**config.mk**
```make
export PLATFORM = sky130hd
export DESIGN_NAME = triangle_sine_tone_generator_core
export DESIGN_NICKNAME = d
export VERILOG_FILES = /design/src/rtl/tstg_pkg.sv /design/src/rtl/tstg_rom.sv /design/src/rtl/tstg_tri.sv /design/src/rtl/tstg_sine.sv /design/src/rtl/triangle_sine_tone_generator_core.sv
export SDC_FILE = /design/constraint.sdc
export NUM_CORES = 1
export LEC_CHECK = 0
export ABC_AREA = 1
export BUFFER_PORTS_ARGS = -buffer_cell sky130_fd_sc_hd__buf_4
export CORE_MARGIN = 8
export CORE_UTILIZATION = 45
export CTS_BUF_LIST = sky130_fd_sc_hd__clkbuf_16
export CTS_CLUSTER_SIZE = 24
export DETAILED_ROUTE_END_ITERATION = 8
export GPL_TIMING_DRIVEN = 0
export HOLD_SLACK_MARGIN = 0.15
export SLEW_MARGIN = 40
export SYNTH_ARGS = -nofsm -noshare
export SYNTH_HDL_FRONTEND = slang
export SYNTH_SLANG_ARGS = --single-unit
```
**constraint.sdc**
```tcl
create_clock -name clk -period 8.6 [get_ports clk]
set_clock_uncertainty 0.2 [all_clocks]
set_input_delay 0.86 -clock clk [delete_from_list [all_inputs] [get_ports clk]]
set_output_delay 0.86 -clock clk [all_outputs]
set_load 0.01 [all_outputs]
```
**src/rtl/tstg_pkg.sv**
```systemverilog
// Shared types, constants and the quarter sine table builder for the tone generator.
package tstg_pkg;

	// Quarter table geometry
	localparam int TABLE_SIZE = 256;
	localparam int IDX_W      = $clog2(TABLE_SIZE);
	localparam int FRAC_W     = 16;
	localparam int PHASE_W    = IDX_W + FRAC_W + 1;
	localparam int SUM_W      = PHASE_W + 2;

	// Triangle level, Q2.24
	localparam int LEVEL_W    = 28;
	localparam int TRI_STEP_W = 26;
	localparam int SAMPLE_W   = 16;
	localparam int CFG_IDX_W  = 2;
	localparam int CFG_DATA_W = 26;

	localparam logic signed [LEVEL_W-1:0] TRI_ONE       = 28'sd16777216;
	localparam logic signed [LEVEL_W-1:0] TRI_TWO       = 28'sd33554432;
	localparam logic signed [LEVEL_W-1:0] TRI_MINUS_ONE = -28'sd16777216;
	localparam logic signed [LEVEL_W-1:0] TRI_MINUS_TWO = -28'sd33554432;
	localparam logic signed [LEVEL_W-1:0] TRI_ROUND     = 28'sd256;
	localparam logic signed [LEVEL_W-1:0] TRI_SAT       = 28'sd32767;
	localparam logic [TRI_STEP_W-1:0]     TRI_STEP_MAX  = 26'd33554432;

	localparam logic [PHASE_W-1:0] PHASE_END = PHASE_W'(TABLE_SIZE) << FRAC_W;
	localparam logic signed [SUM_W-1:0] PHASE_END_S = SUM_W'(TABLE_SIZE) << FRAC_W;
	localparam logic signed [SUM_W-1:0] PHASE_TWO_END_S = SUM_W'(TABLE_SIZE) << (FRAC_W + 1);
	localparam logic [IDX_W-1:0] IDX_LAST = IDX_W'(TABLE_SIZE - 1);

	localparam logic signed [SAMPLE_W-1:0] SAMPLE_MAX = 16'sh7FFF;

	// Register indexes
	localparam logic [CFG_IDX_W-1:0] REG_WAVE_SELECT  = 2'd0;
	localparam logic [CFG_IDX_W-1:0] REG_TRIANGLE_STEP = 2'd1;
	localparam logic [CFG_IDX_W-1:0] REG_SINE_STEP     = 2'd2;

	typedef enum logic {
		WAVE_TRIANGLE = 1'b0,
		WAVE_SINE     = 1'b1
	} wave_t;

	// Per-oscillator control for one transfer
	typedef struct packed {
		logic load;     // reload start state first
		logic advance;  // step this oscillator
	} osc_ctrl_t;

	typedef logic [SAMPLE_W-1:0] rom_t [TABLE_SIZE];

	localparam logic [63:0] HALF_PI_Q30 = 64'd1686629713;

	function automatic logic [63:0] next_term(logic [63:0] term, logic [63:0] x);
		logic [63:0] t;
		t = (term * x) >> 30;
		t = (t * x) >> 30;
		return t;
	endfunction

	// sin(x) for x in Q30 over the first quadrant, Taylor series to x^17
	function automatic logic signed [63:0] sin_q30(logic [63:0] x);
		logic [63:0]        term;
		logic signed [63:0] sum;
		term = x;
		sum  = signed'(x);
		term = next_term(term, x) / 64'd6;   sum = sum - signed'(term);
		term = next_term(term, x) / 64'd20;  sum = sum + signed'(term);
		term = next_term(term, x) / 64'd42;  sum = sum - signed'(term);
		term = next_term(term, x) / 64'd72;  sum = sum + signed'(term);
		term = next_term(term, x) / 64'd110; sum = sum - signed'(term);
		term = next_term(term, x) / 64'd156; sum = sum + signed'(term);
		term = next_term(term, x) / 64'd210; sum = sum - signed'(term);
		term = next_term(term, x) / 64'd272; sum = sum + signed'(term);
		return sum;
	endfunction

	// Quarter sine table, entry i = round(32767 * sin(i*pi/(2*TABLE_SIZE)))
	function automatic rom_t build_rom();
		rom_t               r;
		logic [63:0]        x;
		logic signed [63:0] s;
		logic [63:0]        v;
		for (int i = 0; i < TABLE_SIZE; i++) begin
			x = (HALF_PI_Q30 * 64'(i)) / TABLE_SIZE;
			s = sin_q30(x);
			if (s < 0) begin
				s = 0;
			end
			v = (64'(s) * 64'd32767 + (64'd1 << 29)) >> 30;
			if (v > 64'd32767) begin
				v = 64'd32767;
			end
			r[i] = v[SAMPLE_W-1:0];
		end
		return r;
	endfunction

endpackage

```
**src/rtl/tstg_rom.sv**
```systemverilog
// Quarter-wave sine lookup table, built at elaboration.
module tstg_rom (
	input  logic [tstg_pkg::IDX_W-1:0]    idx,
	output logic [tstg_pkg::SAMPLE_W-1:0] data
);
	import tstg_pkg::*;

	localparam rom_t ROM = build_rom();

	assign data = ROM[idx];

endmodule

```
**src/rtl/tstg_tri.sv**
```systemverilog
// Triangle oscillator: Q2.24 level with reflection at +1 and -1.
module tstg_tri (
	input  logic                                clk,
	input  logic                                arst_n,
	input  tstg_pkg::osc_ctrl_t                 ctrl,
	input  logic [tstg_pkg::TRI_STEP_W-1:0]     step,
	output logic signed [tstg_pkg::SAMPLE_W-1:0] sample_nxt
);
	import tstg_pkg::*;

	logic signed [LEVEL_W-1:0] level_q;
	logic                      falling_q;

	logic signed [LEVEL_W-1:0] base_level;
	logic                      base_falling;
	logic [TRI_STEP_W-1:0]     st;
	logic signed [LEVEL_W-1:0] st_s;
	logic signed [LEVEL_W-1:0] sum;
	logic signed [LEVEL_W-1:0] level_nxt;
	logic                      falling_nxt;
	logic signed [LEVEL_W-1:0] rounded;

	always_comb begin
		base_level   = ctrl.load ? TRI_MINUS_ONE : level_q;
		base_falling = ctrl.load ? 1'b0 : falling_q;
		st           = (step > TRI_STEP_MAX) ? TRI_STEP_MAX : step;
		st_s         = signed'({{(LEVEL_W - TRI_STEP_W){1'b0}}, st});
		sum          = base_falling ? (base_level - st_s) : (base_level + st_s);
		level_nxt    = sum;
		falling_nxt  = base_falling;
		if (sum > TRI_ONE) begin
			level_nxt   = TRI_TWO - sum;
			falling_nxt = ~base_falling;
		end else if (sum < TRI_MINUS_ONE) begin
			level_nxt   = TRI_MINUS_TWO - sum;
			falling_nxt = ~base_falling;
		end
		// round half up to Q1.15, saturate +1.0
		rounded = (level_nxt + TRI_ROUND) >>> 9;
		if (rounded > TRI_SAT) begin
			sample_nxt = SAMPLE_MAX;
		end else begin
			sample_nxt = rounded[SAMPLE_W-1:0];
		end
	end

	always_ff @(posedge clk or negedge arst_n) begin
		if (!arst_n) begin
			level_q   <= TRI_MINUS_ONE;
			falling_q <= 1'b0;
		end else if (ctrl.advance) begin
			level_q   <= level_nxt;
			falling_q <= falling_nxt;
		end else if (ctrl.load) begin
			level_q   <= TRI_MINUS_ONE;
			falling_q <= 1'b0;
		end
	end

endmodule

```
**src/rtl/tstg_sine.sv**
```systemverilog
// Sine oscillator: phase walks up and down a quarter table, sign toggles at zero.
module tstg_sine (
	input  logic                                 clk,
	input  logic                                 arst_n,
	input  tstg_pkg::osc_ctrl_t                  ctrl,
	input  logic [tstg_pkg::PHASE_W-1:0]         step,
	output logic signed [tstg_pkg::SAMPLE_W-1:0] sample_nxt
);
	import tstg_pkg::*;

	logic [PHASE_W-1:0]      phase_q;
	logic                    desc_q;
	logic                    neg_q;

	logic [PHASE_W-1:0]      base_phase;
	logic                    base_desc;
	logic                    base_neg;
	logic [PHASE_W-1:0]      d;
	logic signed [SUM_W-1:0] d_s;
	logic signed [SUM_W-1:0] sum;
	logic signed [SUM_W-1:0] refl;
	logic [PHASE_W-1:0]      phase_nxt;
	logic                    desc_nxt;
	logic                    neg_nxt;
	logic [IDX_W:0]          idx_wide;
	logic [IDX_W-1:0]        idx;
	logic [SAMPLE_W-1:0]     rom_data;

	always_comb begin
		base_phase = ctrl.load ? '0 : phase_q;
		base_desc  = ctrl.load ? 1'b0 : desc_q;
		base_neg   = ctrl.load ? 1'b0 : neg_q;
		d          = (step > PHASE_END) ? PHASE_END : step;
		d_s        = signed'({2'b00, d});
		sum        = base_desc ? (signed'({2'b00, base_phase}) - d_s)
		                       : (signed'({2'b00, base_phase}) + d_s);
		refl       = sum;
		desc_nxt   = base_desc;
		neg_nxt    = base_neg;
		if (sum >= PHASE_END_S) begin
			refl     = PHASE_TWO_END_S - sum;
			desc_nxt = ~base_desc;
		end else if (sum < 0) begin
			refl     = -sum;
			desc_nxt = ~base_desc;
			neg_nxt  = ~base_neg;
		end
		phase_nxt = refl[PHASE_W-1:0];
		// clamp the lookup at the reflection point to the last entry
		idx_wide  = phase_nxt[PHASE_W-1:FRAC_W];
		idx       = (idx_wide > {1'b0, IDX_LAST}) ? IDX_LAST : idx_wide[IDX_W-1:0];
	end

	tstg_rom u_rom (
		.idx  (idx),
		.data (rom_data)
	);

	assign sample_nxt = neg_nxt ? -signed'(rom_data) : signed'(rom_data);

	always_ff @(posedge clk or negedge arst_n) begin
		if (!arst_n) begin
			phase_q <= '0;
			desc_q  <= 1'b0;
			neg_q   <= 1'b0;
		end else if (ctrl.advance) begin
			phase_q <= phase_nxt;
			desc_q  <= desc_nxt;
			neg_q   <= neg_nxt;
		end else if (ctrl.load) begin
			phase_q <= '0;
			desc_q  <= 1'b0;
			neg_q   <= 1'b0;
		end
	end

endmodule

```
**src/rtl/triangle_sine_tone_generator_core.sv**
```systemverilog
// Top level of the triangle and sine tone generator.
// One signed Q1.15 sample comes out for every input transfer. On each
// transfer the oscillator state advances and the new sample is formed in a
// single pass (add, reflect, then table read or rounding) and captured in the
// output register; a new transfer is taken in every cycle while the output
// register is empty or is being emptied in that cycle, so the
// sustained rate is one sample per clock when the receiver does not stall.
// wave_select picks the triangle (0) or the sine (1) oscillator; only the
// selected one advances, the other holds its state. A transfer with restart
// set reloads both oscillators (level -1.0 rising, phase 0 ascending,
// positive half) before the step. triangle_step saturates at 2.0 and
// sine_step at the table size. Configuration writes are always ready and
// must only be made while the generator is idle.
module triangle_sine_tone_generator_core (
	input  logic                                 clk,
	input  logic                                 arst_n,
	// configuration write channel
	input  logic                                 cfg_valid,
	output logic                                 cfg_ready,
	input  logic [tstg_pkg::CFG_IDX_W-1:0]       cfg_index,
	input  logic [tstg_pkg::CFG_DATA_W-1:0]      cfg_data,
	// input channel
	input  logic                                 in_valid,
	output logic                                 in_stall,
	input  logic                                 restart,
	// result channel
	output logic                                 out_valid,
	input  logic                                 out_stall,
	output logic signed [tstg_pkg::SAMPLE_W-1:0] sample
);
	import tstg_pkg::*;

	// Configuration registers
	wave_t                  wave_q;
	logic [TRI_STEP_W-1:0]  tri_step_q;
	logic [PHASE_W-1:0]     sine_step_q;

	// Output register
	logic                   out_valid_q;
	logic signed [SAMPLE_W-1:0] sample_q;

	logic                   in_take;
	osc_ctrl_t              tri_ctrl;
	osc_ctrl_t              sine_ctrl;
	logic signed [SAMPLE_W-1:0] tri_sample;
	logic signed [SAMPLE_W-1:0] sine_sample;

	assign cfg_ready = 1'b1;

	// Take a new transfer whenever the output slot is free or drains this cycle
	assign in_stall = out_valid_q && out_stall;
	assign in_take  = in_valid && !in_stall;

	// Reload both oscillators on restart; advance only the selected one
	assign tri_ctrl.load     = in_take && restart;
	assign tri_ctrl.advance  = in_take && (wave_q == WAVE_TRIANGLE);
	assign sine_ctrl.load    = in_take && restart;
	assign sine_ctrl.advance = in_take && (wave_q == WAVE_SINE);

	always_ff @(posedge clk or negedge arst_n) begin
		if (!arst_n) begin
			wave_q      <= WAVE_SINE;
			tri_step_q  <= '0;
			sine_step_q <= '0;
		end else if (cfg_valid && cfg_ready) begin
			case (cfg_index)
				REG_WAVE_SELECT:   wave_q      <= wave_t'(cfg_data[0]);
				REG_TRIANGLE_STEP: tri_step_q  <= cfg_data[TRI_STEP_W-1:0];
				REG_SINE_STEP:     sine_step_q <= cfg_data[PHASE_W-1:0];
				default: ;  // drop writes to unused indexes
			endcase
		end
	end

	tstg_tri u_tri (
		.clk        (clk),
		.arst_n     (arst_n),
		.ctrl       (tri_ctrl),
		.step       (tri_step_q),
		.sample_nxt (tri_sample)
	);

	tstg_sine u_sine (
		.clk        (clk),
		.arst_n     (arst_n),
		.ctrl       (sine_ctrl),
		.step       (sine_step_q),
		.sample_nxt (sine_sample)
	);

	// Capture the sample on each transfer; hold it while the receiver stalls
	always_ff @(posedge clk or negedge arst_n) begin
		if (!arst_n) begin
			out_valid_q <= 1'b0;
		end else if (in_take) begin
			out_valid_q <= 1'b1;
		end else if (!out_stall) begin
			out_valid_q <= 1'b0;
		end
	end

	always_ff @(posedge clk) begin
		if (in_take) begin
			sample_q <= (wave_q == WAVE_SINE) ? sine_sample : tri_sample;
		end
	end

	assign out_valid = out_valid_q;
	assign sample    = sample_q;

	// A transfer always leaves a result in the output register
	a_take_fills: assert property (@(posedge clk) disable iff (!arst_n)
		in_take |=> out_valid)
		else $error("accepted transfer produced no result");

	// A result that drained with no new transfer behind it is gone
	a_no_phantom: assert property (@(posedge clk) disable iff (!arst_n)
		(!in_take && out_valid && !out_stall) |=> !out_valid)
		else $error("result repeated without a transfer");

	// Restart with a zero sine step sits at the table origin
	a_sine_restart: assert property (@(posedge clk) disable iff (!arst_n)
		(in_take && restart && (wave_q == WAVE_SINE) && (sine_step_q == '0))
		|=> (sample == '0))
		else $error("sine restart did not give zero");

	// Restart with a zero triangle step sits at -1.0
	a_tri_restart: assert property (@(posedge clk) disable iff (!arst_n)
		(in_take && restart && (wave_q == WAVE_TRIANGLE) && (tri_step_q == '0))
		|=> (sample == -16'sd32768))
		else $error("triangle restart did not give -1.0");

endmodule

```
==> flow_metrics.tcl <==
set metrics [dict create \
    ys_top_cells_by_area "nand2_1 25%, dfrtp_1 14%, nand3_1 9.7%" \
    r2r-end "sample[6]" \
    slew_headroom_pct 38.8 \
    hp-class "reg2reg" \
    path_clk_slew_ns 0.06 \
    startpoint_type "primary input" \
    drt-total-wl_mm 81.5 \
    hold_viol_final 0 \
    drt_iter0_drc 2799 \
    cpPeakStageDelay_ns 0.45 \
    wl_per_cell_um 20.6 \
    r2r_slack_ns 0.53 \
    dr.pass1.iters 6 \
    crit_path_frequent_cell "nand2_1" \
    clk_latency_ns 0.48 \
    ys_seq_area_share_pct 17.4 \
    critPathArrivalTime_ns 8.12 \
    dieHeight_um 218 \
    h-tree-depth 4 \
    area_growth_pct 10.1 \
    start_util_pct 45.4 \
    path_class "in2reg" \
    yosysWarnings 0 \
    drc 0 \
    route.vias.total 22483 \
    synth_edf_count 16 \
    grt_pass1_wl_mm 123 \
    dpl.hpwl_mm 64.3 \
    post-route-period-util_pct 94.2 \
    dp.cells 3911 \
    drive_gt1_share_pct 9.16 \
    fmax_ghz 0.123 \
    syn_inst 3328 \
    crit_path_end_kind "flop" \
    std_cell_rows 74 \
    syn_area_per_cell_um2 5.54 \
    final-instance-count-excl-fill 3949 \
    crit_required_ns 8.62 \
    grt_max_degree 110 \
    slew_viol_final 0 \
    worstRegToRegCells 42 \
    clkSinkCount 125 \
    first_global_vias 21111 \
    vias_per_cell 5.69 \
    clockRootBuffer "clkbuf_16" \
    synth_top_area_share_pct 25.5 \
    status "finished, final reports clean" \
    synthFlopType "dfrtp_1" \
    async_flop_share_pct 87.2 \
    crit_fanout 11 \
    cts_buffer_depth 2 \
    die-area_um2 47700 \
    hold_start "sine_step_q[15]" \
    netlist_area_um2 18400 \
    hold_path_end "sine_step_q[15]" \
    tightest_slew_ns 0.918 \
    ys_seq_elements 125 \
    mappedNetlistNets 3469 \
    grt_use_total_pct 33.7 \
    cts_tree "yes" \
    slowest_stage "clkbuf_1" \
    die_x_um 218 \
    io_buffers 51 \
    hold_depth 2 \
    nets 3545 \
    antenna_left 0 \
    num_io_pins 53 \
    setup_viol 0 \
    antenna_found_initial 0 \
    synth_top_cell_by_area "nand2_1" \
    maxCapViolations 0 \
    overflow 0 \
    core_um2 40600 \
    synth_cell_types 59 \
    gp_congestion 1.08 \
    fin_crit_ns 8.10 \
    num_antenna_cells 0 \
    rr_startpoint "sine_step_q[9]" \
    cts_buffers 17 \
]
area by class of cell:
type                            count  area [µm²]
Buffer                            120         671
Clock buffer                       17         425
Clock inverter                     15         175
Fill cell                        4366       20300
Inverter                          471        1780
Multi-Input combinational cell   2612       12900
Sequential cell                   125        3210
Tap cell                          532         666
Timing Repair Buffer               57         458
placed cells by master (no fill, tap or decap), types with 29 or more instances in the layout:
| cell type | n |
|---|---|
| nor2_1 | 264 |
| dfrtp_1 | 104 |
| nand2_1 | 1247 |
| inv_1 | 433 |
| inv_2 | 31 |
| a21oi_1 | 110 |
| xor2_1 | 55 |
| nand3_1 | 357 |
| nand2_2 | 32 |
| ha_1 | 99 |
| buf_4 | 71 |
| buf_2 | 47 |
| o21ai_0 | 173 |
| clkbuf_1 | 35 |
| xnor2_1 | 29 |
| nand4_1 | 49 |
kinds of logic (layout without fill, tap and decap cells):
group | count (synthesis) | in the layout | share of synthesized area [%]
XOR/XNOR | 87 | 87 | 4.21
flip-flops | 125 | 125 | 17.4
other | 1 | 1 | 0.0203
AND/OR/NAND/NOR | 2059 | 2059 | 47.2
buffers and inverters | 591 | 680 | 13.2
adder cells (fa/ha/maj) | 108 | 108 | 7.52
AO/OA/AOI/OAI | 357 | 357 | 10.4
flip-flops by register name, summed over array words and instances (netlist names), 16 cells and up:
name and cells:
sample 16, sine_step_q 25, tri_step_q 26, u_tri.level_q 28, u_sine.phase_q 25
synth_stat cells (4+ instances only):
| library cell | number |
|---|---|
| nand2_1 | 1252 |
| inv_1 | 436 |
| nand3_1 | 359 |
| nor2_1 | 268 |
| o21ai_0 | 173 |
| a21oi_1 | 112 |
| dfrtp_1 | 104 |
| ha_1 | 102 |
| xor2_1 | 55 |
| nand4_1 | 49 |
| buf_2 | 47 |
| clkbuf_1 | 40 |
| nand2_2 | 30 |
| xnor2_1 | 30 |
| inv_2 | 29 |
| nor3_1 | 28 |
| o21ai_1 | 26 |
| nor2_2 | 17 |
| buf_4 | 16 |
| edfxtp_1 | 16 |
| nand3b_1 | 15 |
| nand3_2 | 13 |
| buf_6 | 12 |
| o21bai_1 | 10 |
| nor4_1 | 8 |
| o211ai_1 | 6 |
| o31ai_1 | 6 |
| buf_1 | 5 |
| clkinv_1 | 5 |
| dfstp_2 | 5 |
| fa_1 | 5 |
| a31oi_1 | 4 |
| nor3b_1 | 4 |
worst max path at each step:
stage,from,to,cells past startpoint,slack [ns]
6_report,out_stall,sample[6],48,0.50
3_3_place_gp,out_stall,sample[6],46,-0.59
2_1_floorplan,sine_step_q[8],sample[10],48,1.77
3_5_place_dp,out_stall,sample[6],46,-0.58
5_1_grt,tri_step_q[7],sample[8],55,-0.02
4_1_cts,sine_step_q[9],sample[6],48,0.11
worst max-delay path, delay by kind of cell:
family,cells,cell delay [ns]
AND/OR/NAND/NOR,34,4.22
adder cells (fa/ha/maj),3,0.80
buffers and inverters,11,2.18
per-layer routing:
metal / share of wire, % / track usage [%] / vias up
met5: 0 / 0 / -
met4: 5.6 / 17.7 / 0
met3: 10 / 6.62 / 250
met2: 43 / 51.4 / 1229
met1: 42 / 44.5 / 10360
li1: - / - / 10644
metrics by stage:
step                utilization (%)  instance area (µm²)  setup WS, ns  hold WS (ns)  TNS [ns]
global route                   49.9                20300       -0.0231         0.314   -0.0231
CTS                            49.5                20100         0.107         0.275         0
finish                         49.9                20300         0.496         0.295         0
detailed placement             48.0                19500        -0.584         0.277     -6.62
global placement               47.9                19500        -0.589         0.273     -7.03
floorplan                         -                18400          1.77         0.253         0
timing repair:
action / 4_1_cts / 5_1_grt
endpoints found under the setup margin: 13 / 16
hold endpoints to repair: 0 / 39
cloned: 0 / 0
resized for setup: 4 / 38
hold buffers: 0 / 1
setup buffers: 2 / 2
pin swaps: 0 / 3
Power is not shown: default switching activity piles up to over one toggle a cycle in this logic, so the estimate is an artifact.
